===== config.mk =====
export PLATFORM = sky130hd
export DESIGN_NAME = ggvc_cfg
export DESIGN_NICKNAME = d
export VERILOG_FILES = /design/src/design/ggvc_pkg.sv /design/src/design/ggvc_cfg.sv
export SDC_FILE = /design/constraint.sdc
export NUM_CORES = 1
export LEC_CHECK = 0
export ABC_AREA = 1
export ABC_CLOCK_PERIOD_IN_PS = 800
export BUFFER_PORTS_ARGS = -buffer_cell sky130_fd_sc_hd__buf_2
export CAP_MARGIN = 25
export CORE_MARGIN = 3
export CORE_UTILIZATION = 46
export CTS_BUF_LIST = sky130_fd_sc_hd__clkbuf_16
export DETAILED_ROUTE_END_ITERATION = 10
export GPL_TIMING_DRIVEN = 0
export PLACE_DENSITY = 0.85
export SYNTH_ARGS = -nofsm -noshare
export SYNTH_HDL_FRONTEND = slang
export SYNTH_SLANG_ARGS = --single-unit

===== constraint.sdc =====
create_clock -name clk -period 0.8 [get_ports clk]
set_input_delay 0.08 -clock clk [delete_from_list [all_inputs] [get_ports clk]]
set_output_delay 0.08 -clock clk [all_outputs]
set_load 0.01 [all_outputs]

===== src/design/ggvc_pkg.sv =====
// Shared types, constants and register codes of the go-to-goal velocity controller.
package ggvc_pkg;

    localparam int CORDIC_STEPS = 16;
    localparam int SQRT_STEPS   = 25;
    localparam int ITER_STAGES  = SQRT_STEPS;
    localparam int LATENCY      = ITER_STAGES + 7;

    localparam int XY_W = 36;
    localparam int Z_W  = 35;
    localparam int SQ_W = 50;

    localparam logic signed [Z_W-1:0] PI_Z30     = 35'sd3373259426;
    localparam logic signed [18:0]    PI_Q13     = 19'sd25736;
    localparam logic signed [18:0]    TWO_PI_Q13 = 19'sd51472;

    localparam logic signed [Z_W-1:0] ATAN_Z30 [0:23] = '{
        35'sd843314857, 35'sd497837829, 35'sd263043837, 35'sd133525159,
        35'sd67021687,  35'sd33543516,  35'sd16775851,  35'sd8388437,
        35'sd4194283,   35'sd2097149,   35'sd1048576,   35'sd524288,
        35'sd262144,    35'sd131072,    35'sd65536,     35'sd32768,
        35'sd16384,     35'sd8192,      35'sd4096,      35'sd2048,
        35'sd1024,      35'sd512,       35'sd256,       35'sd128
    };

    typedef enum logic [2:0] {
        REG_GOAL_X          = 3'd0,
        REG_GOAL_Y          = 3'd1,
        REG_POSITION_MARGIN = 3'd2,
        REG_HEADING_MARGIN  = 3'd3,
        REG_ANGULAR_GAIN    = 3'd4,
        REG_LINEAR_GAIN     = 3'd5
    } reg_idx_t;

    typedef struct packed {
        logic signed [23:0] goal_x;
        logic signed [23:0] goal_y;
        logic [15:0]        position_margin;
        logic [13:0]        heading_margin;
        logic [15:0]        angular_gain;
        logic [15:0]        linear_gain;
    } cfg_t;

    typedef struct packed {
        logic signed [23:0] pose_x;
        logic signed [23:0] pose_y;
        logic signed [15:0] heading;
    } pose_t;

    typedef struct packed {
        logic signed [23:0] linear_velocity;
        logic signed [15:0] angular_velocity;
        logic               arrived;
    } cmd_t;

endpackage


===== src/design/ggvc_cfg.sv =====
// Configuration register file of the go-to-goal velocity controller.
module ggvc_cfg (
    input  logic              clk,
    input  logic              rst_n,
    input  logic              wr_en,
    input  logic [2:0]        wr_index,
    input  logic [23:0]       wr_data,
    output ggvc_pkg::cfg_t    cfg
);

    ggvc_pkg::cfg_t cfg_reg;
    ggvc_pkg::cfg_t cfg_next;

    always_comb
    begin
        cfg_next = cfg_reg;
        if (wr_en)
        begin
            case (wr_index)
                ggvc_pkg::REG_GOAL_X:          cfg_next.goal_x = wr_data;
                ggvc_pkg::REG_GOAL_Y:          cfg_next.goal_y = wr_data;
                ggvc_pkg::REG_POSITION_MARGIN: cfg_next.position_margin = wr_data[15:0];
                ggvc_pkg::REG_HEADING_MARGIN:  cfg_next.heading_margin = wr_data[13:0];
                ggvc_pkg::REG_ANGULAR_GAIN:    cfg_next.angular_gain = wr_data[15:0];
                ggvc_pkg::REG_LINEAR_GAIN:     cfg_next.linear_gain = wr_data[15:0];
                default:                       cfg_next = cfg_reg;
            endcase
        end
    end

    always_ff @(posedge clk or negedge rst_n)
    begin
        if (!rst_n)
        begin
            cfg_reg.goal_x          <= '0;
            cfg_reg.goal_y          <= '0;
            cfg_reg.position_margin <= 16'd3277;
            cfg_reg.heading_margin  <= 14'd410;
            cfg_reg.angular_gain    <= 16'd6554;
            cfg_reg.linear_gain     <= 16'd6554;
        end
        else
        begin
            cfg_reg <= cfg_next;
        end
    end

    assign cfg = cfg_reg;

endmodule

Word-level counts from Yosys, hierarchy flattened
Index checks and enable logic that the tools add are counted.

storage, ports and cells
  input bits = 30
  register bits = 110

cells by class
  equality and inequality tests = 5
  reduce and logical (&&, ||, !) cells = 7

operators with widths
  cell                                                                   number
  2-bit AND reduction                                                    6
  3-bit by 2-bit equality test with 1-bit output, second input constant  2
  3-bit equality test, second input constant                             2
  3-bit by 1-bit equality test with 1-bit output, second input constant  1
  3-bit logical NOT                                                      1

Logic depth before layout (Yosys ltp)
Gate-level depths: netlist of the first run.

  depth in word-level cells = 2
  mapped depth = 6
  mapped depth without buffers = 5

Least setup slack after synthesis of the first run
OpenSTA, ideal clock, no wires.

  kind = in2reg
  from = input wr_index[2]
  to = register cfg_reg (netlist bit cfg[21])
  stages = 6
  slack = -70 ps
  data arrival time = 803 ps
  library setup time = 66 ps
  cell sequence = nand2_1 > clkinv_1 > nand2_1 > buf_4 > nand2_1 > nand2_1

between the ends
  cells in the longest elaborated chain, start to end = 2

ends and longest elaborated chain
  item                           line            source
  start, declared                ggvc_cfg.sv:6   input logic [2:0] wr_index,
  3-bit equality test            ggvc_cfg.sv:19  case (wr_index)
  2-bit AND reduction (no line)  --
  end signal, assigned           ggvc_cfg.sv:44  cfg_reg <= cfg_next;
  end, declared                  ggvc_cfg.sv:11  ggvc_pkg::cfg_t cfg_reg;

No other way between the ends.
A chain may end at the register's enable or synchronous reset.

Worst setup path after layout of the first run
  from = register cfg_reg (netlist bit cfg[40])
  to = output cfg[40] (netlist name)

RTL lines
  item           line           source
  end, declared  ggvc_cfg.sv:8  output ggvc_pkg::cfg_t cfg

No word-level cell between the ends.

==> impl_summary.txt, run 1 <==
----------------------------------------------------
[Die]
  Horizontal die dimension ... 103 um
  Floorplan die area ... 10700 sq um
  Placeable core region ... 8980 sq um
  Core Rows ... 34
  Die Span Y ... 103 um
  Number of top-level design ports ... 140
  Initial core utilization ... 48.6%

[Synthesis]
  Yosys warnings ... 0
  Yosys reg bits ... 110
  Register area share after synthesis ... 63.9%
  Net Count, Synth ... 517
  Biggest area contributors in the synthesized netlist ... dfrtp_1, nand2_1, dfstp_2
  Area fraction of the dominant cell type after synthesis ... 48.2%
  Count of different cell masters after synthesis ... 13
  Top cell type by total area after synthesis ... dfrtp_1
  Post-Syn Instances ... 487
  Average cell area after synthesis ... 8.95 sq um
  Combined area of all synthesized cells ... 4360 sq um

[Route]
  Avg Vias per Cell ... 4.98
  Post-detailed-route DRC marker count ... 0
  Number of nets with antenna violations after detailed routing ... 0
  DR pass1 iterations ... 5
  DR iter-0 viols ... 172
  Via Count ... 4159
  Average wire per cell in the routed design ... 16.0 um
  Total Routed Length ... 13.3 mm

[Timing]
  Setup Skew ... 0 ns
  Worst Setup Slack, final ... -0.285 ns
  Endpoints failing setup ... 116
  Max_slew headroom ... 50.6%
  Slew at the pin closest to its max-slew limit ... 0.741 ns
  Unrepaired setup endpoints after global routing ... true
  Share of the clock period used by the worst path after layout ... 136%
  Achievable clock frequency ... 922 MHz
  Minimum hold slack ... -0.207 ns
  Period minus WS final ... 1.08 ns
  Final count of pins violating max slew ... 0
  Final count of hold timing violations ... 47

[Critical path]
  Type of element launching the critical path ... flip-flop
  Critical path cell sequence ... buf_6
  CP peak stage delay ... 0.56 ns
  Critical Path Sink Type ... output port
  Data arrival, critical path ... 1.00 ns
  Total number of cells along the worst setup path ... 1
  Required @ worst endpoint ... 0.72 ns
  Total buffers and inverters traversed by the critical path ... 1
  Crit path max-delay family ... flip-flops
  Worst reg-to-reg path cell count ... 4
  Top fanout value on the critical path ... 2
  Worst Path Class, Setup ... reg2out
  Highest-delay cell along the critical path ... dfstp_2

[Global routing]
  Via count of the first global-routing pass ... 4096
  Initial antenna violation count ... 0
  First-pass GRT wire length ... 20.3 mm
  Overflow left after global routing ... 0
  GRT Total Usage ... 24.9%
  Maximum number of pins on one net before global-route repair ... 58

[Place]
  Final weighted congestion in routability-driven placement ... 0.784
  Post-Place Cell Area ... 5250 sq um
  Worst Setup Slack post-DPL ... -0.457 ns
  HPWL after detailed placement ... 8.85 mm
  # port buffers ... 139

[Clocking]
  Number of buffers inserted for hold repair after clock tree synthesis ... 8
  Clock root buffer ... clkbuf_16
  Number of buffers added by the clock tree synthesis step ... 9
  Clock-pin slew of the registers on the worst-case setup and hold paths ... 0.08 ns
  Number of H-tree branching levels ... 3
  Clock network latency to the later pin of the worst-skew pair ... 0.34 ns
  CTS tree ... built
  Number of sinks on the clock net ... 110
  Bufs on Longest Clock Path ... 2

[Pwr]
  Static leakage ... 3.62 nW
  Total power divided by cell area ... 2620 nW/um^2
  Overall power after layout ... 0.0169 W
  VDD IR-drop max ... 1.58 mV

[Layout]
  Most frequent standard cell in the layout excluding fill and tap cells ... nand2_1
  Area growth from synthesis to layout ... 48.5%
  Share of final-layout standard cells stronger than drive strength 1 ... 41.5%
  Number of flip-flops under the largest register name ... 110
  Number of antenna diodes ... 0
  Post-route standard cell area excluding fillers ... 6470 sq um
  Most frequent cells in the layout ... nand2_1, buf_2, dfrtp_1
  Total Nets Final ... 734

[Run]
  Count of maximum capacitance violations ... 0

[Outcome]
  Violations in the final reports ... hold timing, setup timing
  Status ... finished, violations left

[Min path]
  HP Class ... in2async

----------------------------------------------------
-- per-stage QoR --
step	util, %	cells	hold WS, ns	setup TNS [ns]
4_1_cts	68.4	812	-0.176	-19.73
6_report	72.1	835	-0.207	-19.67
5_1_grt	72.1	835	-0.154	-22.58
3_5_place_dp	58.5	753	0.190	-39.28
3_3_place_gp	58.2	752	0.332	-175.39
2_1_floorplan	-	487	-0.216	0
-- cells in the mapped netlist --
| library cell | n |
|---|---|
| buf_2 | 19 |
| buf_4 | 1 |
| clkbuf_1 | 5 |
| clkinv_1 | 1 |
| dfrtp_1 | 84 |
| dfstp_2 | 26 |
| inv_1 | 3 |
| inv_2 | 2 |
| nand2_1 | 258 |
| nand2_2 | 2 |
| nand3_1 | 80 |
| nor2_2 | 4 |
| nor2_4 | 2 |
-- layer usage --
layer	track usage [%]	share of wire, %	vias to the layer above
li1	-	-	1966
met3	4.23	7.3	19
met1	31.8	39	1981
met2	42.8	52	193
met4	8.96	1.5	0
met5	0	0	-
-- report_power, final --
group          leakage (nW)  switching [W]  internal (W)
sequential             1.33       0.000685       0.00679
combinational          2.13        0.00223       0.00241
clock                 0.161        0.00204       0.00276
total                  3.62        0.00496        0.0120
-- final cells by class --
class / count / area (sq um)
Multi-Input combinational cell: 346 / 1500
Tap cell: 126 / 158
Clock inverter: 7 / 98.8
Inverter: 6 / 25.0
Buffer: 24 / 151
Clock buffer: 9 / 225
Timing Repair Buffer: 207 / 1530
Sequential cell: 110 / 2790
Fill cell: 637 / 2510
-- path summary, 6_finish.rpt --
path                            start      end  slack, ns
setup / recovery              cfg[40]  cfg[40]      -0.28
hold / removal                  rst_n   cfg[0]      -0.21
setup reg to reg              cfg[43]  cfg[43]      -0.06
hold reg to reg               cfg[23]  cfg[23]       0.47
max in group asynchronous       rst_n  cfg[52]       0.23
min in group clk           wr_data[8]  cfg[40]       0.01
-- cells by family after synthesis --
kind of cell,Yosys count,share of synthesized area (%)
and+or+nand+nor,346,32.8
DFF,110,63.9
buffers and inverters,31,3.30
-- repair_timing --
item,in CTS,in global routing
gates resized for setup,39,49
pin swaps,1,12
setup buffers,35,35
hold endpoints to repair,62,47
setup endpoints to repair,138,188
Note: power is estimated with default switching activity, not from simulation.
==> inputs of run 2 (changes only) <==
--- a/config.mk
+++ b/config.mk
@@ -10,11 +10,11 @@
 export BUFFER_PORTS_ARGS = -buffer_cell sky130_fd_sc_hd__buf_2
 export CAP_MARGIN = 25
 export CORE_MARGIN = 3
-export CORE_UTILIZATION = 46
-export CTS_BUF_LIST = sky130_fd_sc_hd__clkbuf_16
+export CORE_UTILIZATION = 47
+export CTS_BUF_LIST = sky130_fd_sc_hd__clkbuf_2
 export DETAILED_ROUTE_END_ITERATION = 10
 export GPL_TIMING_DRIVEN = 0
-export PLACE_DENSITY = 0.85
+export PLACE_DENSITY = 0.87
 export SYNTH_ARGS = -nofsm -noshare
 export SYNTH_HDL_FRONTEND = slang
 export SYNTH_SLANG_ARGS = --single-unit
==> run 2 against run 1 <==
Against the previous run:
- the flow still finishes with violations (hold timing, setup timing)
- clock power shrank 41%
- routed wire length increased by 9.2%
- combinational power is 5.2% higher
- hold slack worse by 0.28 ns
- critical path depth unchanged
- power shrank 9.9%
- maximum frequency shrank 22%
- die area fell by 2.0%
- flip-flop and latch count did not move
- clock-buffer cell count grew 2
- clock skew stayed put
- critical endpoint is now cfg[39]
- largest cell class unchanged
==> impl_summary.txt, run 2 (synthesized netlist as in run 1, its figures left out) <==
----------------------------------------------------
[Layout]
  End-of-flow core utilization ... 73.9% (was 72.1%)
  Count of fill cells added during filler insertion ... 633 (was 637)
  Number of antenna diodes ... 0 (unchanged)
  Most frequent cells in the layout ... nand2_1, buf_2, dfrtp_1 (unchanged)
  Area growth from synthesis to layout ... 50.1% (was 48.5%)
  Most frequent standard cell in the layout excluding fill and tap cells ... nand2_1 (unchanged)
  Share of final-layout standard cells stronger than drive strength 1 ... 39.3% (was 41.5%)
  Number of flip-flops under the largest register name ... 110 (unchanged)
  Total Nets Final ... 762 (was 734)

[Die]
  Floorplan die area ... 10500 sq um (was 10700 sq um)
  Core Rows ... 34 (unchanged)
  Number of top-level design ports ... 140 (unchanged)
  Initial core utilization ... 49.3% (was 48.6%)
  Die Span Y ... 102 um (was 103 um)
  Horizontal die dimension ... 102 um (was 103 um)
  Placeable core region ... 8850 sq um (was 8980 sq um)

[Route]
  Total Routed Length ... 14.5 mm (was 13.3 mm)
  Post-detailed-route DRC marker count ... 0 (unchanged)
  DR iter-0 viols ... 238 (was 172)
  Via Count ... 4393 (was 4159)
  Avg Vias per Cell ... 5.20 (was 4.98)
  DR pass1 iterations ... 5 (unchanged)
  Number of nets with antenna violations after detailed routing ... 0 (unchanged)
  Average wire per cell in the routed design ... 17.2 um (was 16.0 um)

[Clocking]
  Number of sinks on the clock net ... 110 (unchanged)
  Bufs on Longest Clock Path ... 2 (unchanged)
  Number of buffers added by the clock tree synthesis step ... 9 (unchanged)
  Clock-pin slew of the registers on the worst-case setup and hold paths ... 0.30 ns (was 0.08 ns)
  Number of H-tree branching levels ... 3 (unchanged)
  Clock root buffer ... clkbuf_2 (was clkbuf_16)
  Clock network latency to the later pin of the worst-skew pair ... 0.56 ns (was 0.34 ns)
  CTS tree ... built (unchanged)

[Critical path]
  Worst flop-to-flop path startpoint ... cfg[78] (was cfg[43])
  Required @ worst endpoint ... 0.72 ns (about the same)
  Crit path max-delay family ... flip-flops (unchanged)
  Worst Path Class, Setup ... reg2out (unchanged)
  Critical Path Sink Type ... output port (unchanged)
  Worst R2R Setup Slack ... -0.08 ns (was -0.06 ns)
  CP peak stage delay ... 0.62 ns (was 0.56 ns)
  Total buffers and inverters traversed by the critical path ... 1 (unchanged)
  Type of element launching the critical path ... flip-flop (unchanged)
  Data arrival, critical path ... 1.30 ns (was 1.00 ns)
  Critical path cell sequence ... buf_6 (unchanged)
  Total number of cells along the worst setup path ... 1 (unchanged)
  Worst reg-to-reg path cell count ... 4 (unchanged)
  Setup crit end ... cfg[39] (was cfg[40])
  Top fanout value on the critical path ... 2 (unchanged)
  Highest-delay cell along the critical path ... dfstp_2 (unchanged)
  Worst Setup SP ... cfg[39] (was cfg[40])
  RR Endpoint ... cfg[78] (was cfg[43])

[Timing]
  Endpoints failing setup ... 125 (was 116)
  Achievable clock frequency ... 724 MHz (was 922 MHz)
  Max_slew headroom ... 50.2% (was 50.6%)
  Final count of pins violating max slew ... 0 (unchanged)
  Period minus WS final ... 1.38 ns (was 1.08 ns)
  Minimum hold slack ... -0.490 ns (was -0.207 ns)
  Share of the clock period used by the worst path after layout ... 173% (was 136%)
  Setup Skew ... 0 ns (unchanged)
  Final count of hold timing violations ... 79 (was 47)
  Slew at the pin closest to its max-slew limit ... 0.748 ns (was 0.741 ns)
  Worst Setup Slack, final ... -0.582 ns (was -0.285 ns)
  Unrepaired setup endpoints after global routing ... true (unchanged)

[Global routing]
  First-pass GRT wire length ... 21.1 mm (was 20.3 mm)
  Overflow left after global routing ... 0 (unchanged)
  Via count of the first global-routing pass ... 4199 (was 4096)
  GRT Total Usage ... 26.3% (was 24.9%)
  Initial antenna violation count ... 0 (unchanged)
  Maximum number of pins on one net before global-route repair ... 60 (was 58)

[Pwr]
  Sequential share of power ... 49.3% (was 44.2%)
  Fraction of power consumed by combinational cells ... 32.0% (was 27.5%)
  Total power divided by cell area ... 2330 nW/um^2 (was 2620 nW/um^2)
  VDD IR-drop max ... 1.30 mV (was 1.58 mV)
  Switching Share ... 31.8% (was 29.3%)
  Static leakage ... 3.62 nW (about the same)
  Switching power ... 0.00485 W (was 0.00496 W)
  Cell Int Power ... 0.0104 W (was 0.0120 W)
  Fraction of power consumed by the clock network ... 18.7% (was 28.4%)
  Overall power after layout ... 0.0153 W (was 0.0169 W)

[Place]
  Final weighted congestion in routability-driven placement ... 0.830 (was 0.784)
  # port buffers ... 139 (unchanged)
  HPWL after detailed placement ... 8.83 mm (was 8.85 mm)

[Run]
  Count of maximum capacitance violations ... 0 (unchanged)

[Min path]
  HP Class ... in2async (unchanged)

[Outcome]
  Status ... finished, violations left (unchanged)
  Violations in the final reports ... hold timing, setup timing (unchanged)

----------------------------------------------------
run 2: worst min path at each step:
stage | startpoint | slack, ns | endpoint
3_3_place_gp | wr_data[17] | 0.33 | cfg[103]
3_5_place_dp | rst_n | 0.19 | cfg[81]
6_report | rst_n | -0.49 | cfg[78]
2_1_floorplan | rst_n | -0.22 | cfg[0]
5_1_grt | rst_n | -0.48 | cfg[78]
4_1_cts | rst_n | -0.48 | cfg[44]
run 2: repair_timing:
action,in CTS,in global routing
resized for setup,34,47
setup endpoints to repair,110,167
pin swaps,0,14
endpoints found under the hold margin,168,79
hold buffers,36,2
buffers inserted,32,31
run 2: power groups by stage:
stage	clock network [W]	logic [W]	registers, W
after global placement	0	0.00309	0.00740
after floorplan	0	0.000998	0.00792
final	0.00285	0.00489	0.00752
after global routing	0.00309	0.00529	0.00761
after detailed placement	0	0.00321	0.00745
after CTS	0.00284	0.00416	0.00742
run 2: per-stage QoR:
step                setup WS, ns  hold slack (ns)  TNS, ns  cell area (sq um)  std cells
finish                    -0.582           -0.490   -52.05               6540        845
global placement           -1.45            0.329  -177.70               5200        734
detailed placement        -0.470            0.193   -42.55               5230        735
floorplan                 0.0104           -0.216        0               4370        487
global route              -0.651           -0.476   -60.07               6540        845
CTS                       -0.595           -0.478   -61.64               6170        819
run 2: final cells by class:
class                   count  area, sq um  area share, %
plain buffers              25          126           1.93
clock buffers              11         55.1          0.842
clock inverters             5         76.3           1.17
inverters                   6         23.8          0.363
multi-input cells         346         1490           22.8
flip-flops and latches    110         2790           42.6
well taps                 108          135           2.07
repair buffers            234         1850           28.3
run 2: worst reg2reg max path, cell delays in order (launching register included):
cell     delay [ns]
dfrtp_1        0.47
buf_4          0.14
buf_4          0.13
nand2_2        0.05
nand2_1        0.04
run 2: per-layer routing:
metal / GRT usage [%] / vias up / routed length [um]
met5: 0 / - / 0
met4: 7.27 / 0 / 220
met3: 5.60 / 26 / 977
met2: 45.4 / 192 / 7630
met1: 33.6 / 2166 / 5720
li1: - / 2009 / -
==> inputs of run 3 (changes only) <==
--- a/config.mk
+++ b/config.mk
@@ -14,7 +14,7 @@
 export CTS_BUF_LIST = sky130_fd_sc_hd__clkbuf_2
 export DETAILED_ROUTE_END_ITERATION = 10
 export GPL_TIMING_DRIVEN = 0
-export PLACE_DENSITY = 0.87
+export PLACE_DENSITY = 0.75
 export SYNTH_ARGS = -nofsm -noshare
 export SYNTH_HDL_FRONTEND = slang
 export SYNTH_SLANG_ARGS = --single-unit
==> run 3 against run 2 <==
Against the previous run:
- the run still ends with hold timing, setup timing left
- critical path depth unchanged
- final cell count decreased by 2.8%
- flip-flop and latch count unchanged
- critical path type unchanged
==> impl_summary.txt, run 3 (synthesized netlist as in run 1, its figures left out) <==
----------------------------------------------------
[Timing]
  Unrepaired setup endpoints after global routing ... true (unchanged)
  Endpoints failing setup ... 119 (was 125)
  Final count of pins violating max slew ... 0 (unchanged)
  Final count of hold timing violations ... 118 (was 79)
  Slew at the pin closest to its max-slew limit ... 0.664 ns (was 0.748 ns)
  Achievable clock frequency ... 710 MHz (was 724 MHz)
  Minimum hold slack ... -0.562 ns (was -0.490 ns)
  Period minus WS final ... 1.41 ns (was 1.38 ns)
  Max_slew headroom ... 55.7% (was 50.2%)
  Share of the clock period used by the worst path after layout ... 176% (was 173%)
  Setup Skew ... 0 ns (unchanged)
  Worst Setup Slack, final ... -0.609 ns (was -0.582 ns)

[Critical path]
  Required @ worst endpoint ... 0.72 ns (about the same)
  Total buffers and inverters traversed by the critical path ... 1 (unchanged)
  Type of element launching the critical path ... flip-flop (unchanged)
  Highest-delay cell along the critical path ... dfstp_2 (unchanged)
  Worst Path Class, Setup ... reg2out (unchanged)
  CP peak stage delay ... 0.62 ns (about the same)
  Critical Path Sink Type ... output port (unchanged)
  Data arrival, critical path ... 1.33 ns (was 1.30 ns)
  Crit path max-delay family ... flip-flops (unchanged)
  Top fanout value on the critical path ... 2 (unchanged)
  Critical path cell sequence ... buf_6 (unchanged)

[Place]
  Post-placement cell count ... 735 (unchanged)
  Final weighted congestion in routability-driven placement ... 0.794 (was 0.830)
  Post-Place Cell Area ... 5230 sq um (unchanged)
  HPWL after detailed placement ... 8.75 mm (was 8.83 mm)
  Worst Setup Slack post-DPL ... -0.437 ns (was -0.470 ns)
  # port buffers ... 139 (unchanged)

[Clocking]
  CTS tree ... built (unchanged)
  Number of H-tree branching levels ... 3 (unchanged)
  Bufs on Longest Clock Path ... 2 (unchanged)
  Clock network latency to the later pin of the worst-skew pair ... 0.58 ns (was 0.56 ns)
  Number of sinks on the clock net ... 110 (unchanged)
  Number of buffers added by the clock tree synthesis step ... 9 (unchanged)
  Clock-pin slew of the registers on the worst-case setup and hold paths ... 0.34 ns (was 0.30 ns)
  Clock root buffer ... clkbuf_2 (unchanged)

[Route]
  Via Count ... 4149 (was 4393)
  Average wire per cell in the routed design ... 15.8 um (was 17.2 um)
  Total Routed Length ... 13.0 mm (was 14.5 mm)
  DR pass1 iterations ... 5 (unchanged)
  Post-detailed-route DRC marker count ... 0 (unchanged)
  DR iter-0 viols ... 214 (was 238)
  Number of nets with antenna violations after detailed routing ... 0 (unchanged)
  Avg Vias per Cell ... 5.05 (was 5.20)

[Layout]
  Most frequent standard cell in the layout excluding fill and tap cells ... nand2_1 (unchanged)
  Most frequent cells in the layout ... nand2_1, buf_2, dfrtp_1 (unchanged)
  Number of antenna diodes ... 0 (unchanged)
  Area growth from synthesis to layout ... 44.4% (was 50.1%)
  Post-route standard cell area excluding fillers ... 6290 sq um (was 6540 sq um)
  Number of flip-flops under the largest register name ... 110 (unchanged)
  Total Nets Final ... 738 (was 762)
  Share of final-layout standard cells stronger than drive strength 1 ... 36.6% (was 39.3%)
  Post-route insts no fill ... 821 (was 845)
  End-of-flow core utilization ... 71.1% (was 73.9%)

[Die]
  Placeable core region ... 8850 sq um (unchanged)
  Horizontal die dimension ... 102 um (unchanged)
  Core Rows ... 34 (unchanged)
  Floorplan die area ... 10500 sq um (unchanged)
  Number of top-level design ports ... 140 (unchanged)
  Initial core utilization ... 49.3% (unchanged)
  Die Span Y ... 102 um (unchanged)

[Run]
  Count of maximum capacitance violations ... 0 (unchanged)

[Pwr]
  VDD IR-drop max ... 1.35 mV (was 1.30 mV)
  Total power divided by cell area ... 2280 nW/um^2 (was 2330 nW/um^2)
  Static leakage ... 3.52 nW (was 3.62 nW)

[Global routing]
  Maximum number of pins on one net before global-route repair ... 62 (was 60)
  First-pass GRT wire length ... 20.3 mm (was 21.1 mm)
  Via count of the first global-routing pass ... 4038 (was 4199)
  Initial antenna violation count ... 0 (unchanged)
  Overflow left after global routing ... 0 (unchanged)
  GRT Total Usage ... 25.1% (was 26.3%)

[Min path]
  HP Class ... in2async (unchanged)

[Outcome]
  Violations in the final reports ... hold timing, setup timing (unchanged)
  Status ... finished, violations left (unchanged)

----------------------------------------------------
run 3: changes by cell type in the layout (fill, tap and decap cells not counted), sizes merged:
cell and change:
inv +4, bufinv -2, clkbuf -2, dlymetal6s4s -1, buf -22, dlymetal6s2s +2
dlygate4sd3 -3
run 3: path summary, 6_finish.rpt:
path	startpoint	endpoint	slack, ns	cells after the start
max in group asynchronous	rst_n	cfg[36]	0.55	2
min in group clk	wr_en	cfg[33]	-0.19	5
max reg2reg	cfg[108]	cfg[108]	-0.08	4
min reg2reg	cfg[48]	cfg[48]	0.49	2
min	rst_n	cfg[97]	-0.56	1
max	cfg[40]	cfg[40]	-0.61	1
run 3: power by group:
part	internal, W	switching (W)
logic	0.00231	0.00214
registers	0.00678	0.000673
clock network	0.000487	0.00197
run 3: per-layer routing:
metal | track usage [%] | vias to the layer above | part of all wire [%]
met4 | 8.68 | 0 | 2.0
met2 | 41.0 | 178 | 49
li1 | - | 1970 | -
met3 | 4.37 | 24 | 6.7
met5 | 0 | - | 0
met1 | 34.0 | 1977 | 42
run 3: repair_timing:
| item | 4_1_cts | 5_1_grt |
|---|---|---|
| setup buffers | 21 | 20 |
| gates resized for setup | 40 | 29 |
| pin swaps | 1 | 6 |
| endpoints found under the hold margin | 201 | 102 |
| hold buffers | 32 | 4 |
| setup endpoints to repair | 110 | 171 |
run 3: worst register-to-register path, cell delays in order, from the launching register on:
cell and delay [ns]:
dfrtp_1 0.47, buf_4 0.14, buf_4 0.12, nand2_1 0.06
nand2_1 0.05
run 3: cell type report:
| cell class | instances | area (sq um) |
|---|---|---|
| Tap cell | 108 | 135 |
| Buffer | 25 | 131 |
| Timing Repair Buffer | 210 | 1650 |
| Multi-Input combinational cell | 346 | 1460 |
| Fill cell | 675 | 2550 |
| Clock inverter | 7 | 62.6 |
| Inverter | 6 | 23.8 |
| Sequential cell | 110 | 2790 |
| Clock buffer | 9 | 45.0 |
run 3: per-stage QoR:
stage | power, W | TNS, ns
after detailed placement | 0.0107 | -41.29
after global placement | 0.0105 | -183.83
final | 0.0144 | -53.39
after global routing | 0.0152 | -62.24
after floorplan | 0.00892 | 0
after CTS | 0.0140 | -65.52
